## src/lnds_pkg.sv

```systemverilog
// Shared constants, state type and controller/datapath interface structs.
`timescale 1ns / 1ps

package lnds_pkg;

   localparam int DEPTH       = 1024;
   localparam int VALUE_WIDTH = 32;
   localparam int ADDR_W      = $clog2(DEPTH);
   localparam int LEN_W       = 11;

   typedef enum logic [1:0] {
      ST_IDLE,
      ST_SEARCH,
      ST_FINISH
   } state_type;

   typedef struct packed {
      logic load;    // capture request transfer, start a search
      logic search;  // one binary-search step, or commit when done
      logic finish;  // load the result register, clear for next sequence
   } cmd_type;

   typedef struct packed {
      logic done;      // search interval empty, position found
      logic last;      // current element ends the sequence
      logic out_free;  // result register can take a new result
   } status_type;

endpackage

```

## src/lnds_ctrl.sv

```systemverilog
// Controller state machine for the subsequence block.
`timescale 1ns / 1ps

module lnds_ctrl (
   input  logic                 clock,
   input  logic                 reset,
   input  logic                 req_valid,
   output logic                 req_stall,
   input  lnds_pkg::status_type status,
   output lnds_pkg::cmd_type    cmd
);

   lnds_pkg::state_type state_ff;
   lnds_pkg::state_type state_in;

   always_ff @(posedge clock) begin
      if (reset) begin
         state_ff <= lnds_pkg::ST_IDLE;
      end else begin
         state_ff <= state_in;
      end
   end

   always_comb begin
      state_in   = state_ff;
      cmd        = '0;
      req_stall  = 1'b1;
      case (state_ff)
         lnds_pkg::ST_IDLE: begin
            req_stall = 1'b0;
            if (req_valid) begin
               cmd.load = 1'b1;
               state_in = lnds_pkg::ST_SEARCH;
            end
         end
         lnds_pkg::ST_SEARCH: begin
            cmd.search = 1'b1;
            if (status.done) begin
               state_in = status.last ? lnds_pkg::ST_FINISH : lnds_pkg::ST_IDLE;
            end
         end
         lnds_pkg::ST_FINISH: begin
            if (status.out_free) begin
               cmd.finish = 1'b1;
               state_in   = lnds_pkg::ST_IDLE;
            end
         end
         default: begin
            state_in = lnds_pkg::ST_IDLE;
         end
      endcase
   end

endmodule

```

## config.mk

```make
export PLATFORM = sky130hd
export DESIGN_NAME = lnds_ctrl
export DESIGN_NICKNAME = d
export VERILOG_FILES = /design/src/lnds_pkg.sv /design/src/lnds_ctrl.sv
export SDC_FILE = /design/constraint.sdc
export NUM_CORES = 1
export LEC_CHECK = 0
export BUFFER_PORTS_ARGS = -buffer_cell sky130_fd_sc_hd__buf_2
export CORE_AREA = 2 2 39 41
export CTS_CLUSTER_DIAMETER = 200
export DETAILED_ROUTE_END_ITERATION = 7
export DIE_AREA = 0 0 41 43
export PLACE_DENSITY = 0.32
export RECOVER_POWER = 100
export REMOVE_ABC_BUFFERS = 1
export SLEW_MARGIN = 5
export SYNTH_ARGS = -nofsm -noshare
export SYNTH_HDL_FRONTEND = slang
export SYNTH_SLANG_ARGS = --single-unit
```

## constraint.sdc

```tcl
create_clock -name clock -period 1.1 [get_ports clock]
set_input_delay 0.22 -clock clock [delete_from_list [all_inputs] [get_ports clock]]
set_output_delay 0.22 -clock clock [all_outputs]
set_load 0.05 [all_outputs]
```

==> metrics list <==
* Maximum number of pins on one net before global-route repair: 5
- Max stage delay cell, worst path: sky130_fd_sc_hd__dfxtp_2
* Number of buffers inserted by port buffering: 9
- Final net count: 39
- From bottom edge to top edge, the die measures between 40 and 50 um.
* Placement-stage worst setup slack: -38.14 ps
* RSZ-0062 raised after global routing: true
* Length of the first detailed-routing pass in iterations: 3
* Number of sinks driven by the clock tree: 2
* Met3 Usage GRT: 4.712%
* Number of flip-flops under the largest register name: 2
- In this run the count of I/O pins placed on the die edge is 10.
* Residual DRC count: 0
- Delay-heaviest family, CP: simple AND/OR/NAND/NOR gates
- The floorplan step defined a core boundary enclosing 0.001384 sq mm.
* Registers with the highest flip-flop counts: state_ff x2
- Register name with the most flops: state_ff
* Class of the most critical setup path: register to output port
* Number of fill cells in the layout: 164
* Multiplexer share of the synthesized area: 0%
- Routability-driven placement finished with a final weighted congestion of 0.4482.
* Power density relative to cell area: around 1300 mW/mm^2
- Row generation in the floorplan step produced 14 rows.
- Clock tree synthesis inserted a total of 3 buffers.
- Violated checks: setup timing
- The top cell type by area accounts for 32.32% of the synthesized area.
- Met1 Usage GRT: 3.514%
- Across all setup checks in the final design, the least slack found is -157.0 ps.
- The number of antenna violations at the first check in global routing was 0.
- Dividing the detail-routed wire length by the instance count gives around 9.1 um.
* Vias after detailed routing: around 170
- STA classifies the critical path startpoint as a register.
- Summing all placed instances gives a cell area of a little under 200 sq um.
- Global routing consumed, over all layers together, ~5.7% of the routing resources.
- Post-Synth XOR/XNOR Area: 0%
* Syn Std Cell Area: between 100 and 150 sq um
- Clock root cell: sky130_fd_sc_hd__clkbuf_4
- Met2 Resource Use GR: 8.750%
- Headroom to the max-slew limit came out at 83.46%.
- Arrival time reported for the critical path endpoint: 1040 ps
- Once detail routing completed, the nets flagged for antenna violations numbered 0.
- During synthesis, Yosys emitted a total of 0 warnings.
- With fillers left out, the area of the finished cells amounts to 282.8 sq um.
- CP Data Required Time: 880 ps
- By area the synthesized netlist is led by sky130_fd_sc_hd__dfxtp_1 32%, sky130_fd_sc_hd__a221oi_2 12%, sky130_fd_sc_hd__nor2_1 9.1%.
* Max Clk Rate: 795.6 MHz
* # H-tree levels: 1
- Area delta synth->final: 128.3%
- Sum of routed wire length over all layers: 426 um
- Clock latency on the worst-skew pair, taken at its later pin, is approximately 230 ps.
* Tightest Hold Check Type: primary input to register
- Buffers from clock root to sink, at most: 2
- Number of antenna cells inserted: 0
* Critical Path, Cell by Cell: or2_1, nor2_2, buf_6
* Crit path buf inv count: 1
- Max-slew violation count: 0
- Yosys top cell by area: sky130_fd_sc_hd__dfxtp_1
* Worst clock skew: between 5 and 6 ps
* Post-CTS Hold Buffers: 0
* First-pass GRT wire length: 607 um
- The via count of the first global-routing pass came to between 150 and 200.
- Maximum fanout encountered on the critical timing path: 3
- Of the total synthesized cell area, the portion taken by full adders, half adders and majority gates is 0%.
- Worst path max stage delay: 310 ps
- Summing the areas of all and, or, nand and nor instances in the mapped netlist gives about half of the synthesized area.
* Detailed Route Iter0 Violations: 1
- Cells after Synth: 15
- Max-capacitance violation count: 0
- Grt ovf: 0
- Synthesis inferred 2 register bits.
- After clock tree synthesis, the clock-pin slew on the worst setup and hold paths is 30 ps.
- Using the TritonRoute via totals, the vias-per-cell ratio works out to 3.702.
- Compound-cell area share of the yosys netlist: 16.16%
- Counting I/O delays and the setup requirement, the final critical path takes 1257 ps.
- Leakage power: 0.1303 nW
* Die X: about 40 um
- TritonCTS built the clock tree.
* Largest family of logic cells by synthesized area: simple AND/OR/NAND/NOR gates
* Number of distinct library cells after synthesis: 12
* Fraction of final layout cells sized beyond drive strength 1: around four fifths
- At the pin with the least slew margin, the transition time is 249.8 ps.
- In this run the mean area of a mapped cell was 8.258 sq um.
- Setup violations remaining at the end of the flow were counted as 5.
* Hold WS: 170.9 ps
* Final count of hold timing violations: 0
- Starting Density: under 10%
- Maximum VDD drop: 0.0002357 V
- Most used routing layer in global routing: met2
- After synthesis, flip-flops and latches occupy approximately 32% of the total area.
- Of the available clock period, the critical path in the final layout requires 114.3%.
- Kind of end point of the critical path: output port
- Run status: finished with violations
* Total die area: 0.001763 sq mm
==> layout make-up <==
| cell class | count | area [sq um] | area share (%) |
|---|---|---|---|
| Tap cell | 16 | 20.02 | 7.080 |
| Timing Repair Buffer | 13 | 93.84 | 33.19 |
| Multi-Input combinational cell | 12 | 100.1 | 35.40 |
| Inverter | 1 | 3.754 | 1.327 |
| Sequential cell | 2 | 42.54 | 15.04 |
| Clock buffer | 3 | 22.52 | 7.965 |
==> repair_timing <==
item,in CTS,in global routing
setup endpoints to repair,4,6
setup buffers,3,0
pin swaps,2,1
gates resized for setup,11,3
endpoints found under the hold margin,0,0
==> cell usage after synthesis <==
library cell               number
sky130_fd_sc_hd__a21oi_1        1
sky130_fd_sc_hd__a221oi_2       1
sky130_fd_sc_hd__and2b_2        1
sky130_fd_sc_hd__dfxtp_1        2
sky130_fd_sc_hd__inv_1          1
sky130_fd_sc_hd__nand2_1        1
sky130_fd_sc_hd__nand2b_1       1
sky130_fd_sc_hd__nand3b_1       1
sky130_fd_sc_hd__nor2_1         3
sky130_fd_sc_hd__nor3b_1        1
sky130_fd_sc_hd__or2_1          1
sky130_fd_sc_hd__or3b_1         1
==> cell usage in the layout, fill, tap and decap left out, drive strengths merged <==
cell    instances
a221oi          1
nand2           1
a21oi           1
or2             1
and2b           1
nor3b           1
buf            13
inv             1
nor2            3
clkbuf          3
dfxtp           2
or3b            1
nand3b          1
nand2b          1
==> power breakdown <==
part           internal, mW  total, mW  switching, mW
logic                0.0471      0.117         0.0694
registers            0.0784     0.0816        0.00326
clock network         0.121      0.164         0.0437
==> cells by family after synthesis <==
kind of cell,after synthesis
flops,2
buf+inv,1
simple gates,10
compound gates,2
==> final timing paths <==
kind	from	to	slack, ps	cells past startpoint
max	state_ff[1]$_SDFFE_PP0P_	cmd[2]	-160	3
min reg2reg	state_ff[0]$_SDFFE_PP0P_	state_ff[1]$_SDFFE_PP0P_	640	3
max reg2reg	state_ff[1]$_SDFFE_PP0P_	state_ff[1]$_SDFFE_PP0P_	-90	4
min	reset	state_ff[1]$_SDFFE_PP0P_	170	2
==> per-stage QoR <==
| stage | cells | util [%] | TNS, ps | power, mW |
|---|---|---|---|---|
| after floorplan | 15 | - | -784.5 | 0.1438 |
| after global placement | 41 | 14.20 | -25.33 | 0.1716 |
| after detailed placement | 41 | 14.20 | -38.14 | 0.1729 |
| after CTS | 47 | 19.71 | -523.1 | 0.3698 |
| after global routing | 47 | 20.43 | -641.3 | 0.3847 |
| final | 47 | 20.43 | -453.6 | 0.3625 |
==> routing by layer <==
metal  vias to the layer above  routed length, um
met2                         9                231
met4                         0                  0
met1                        82                150
met3                         0                 43
li1                         83                  -
met5                         -                  0
Note: power is estimated with default switching activity, not from simulation.
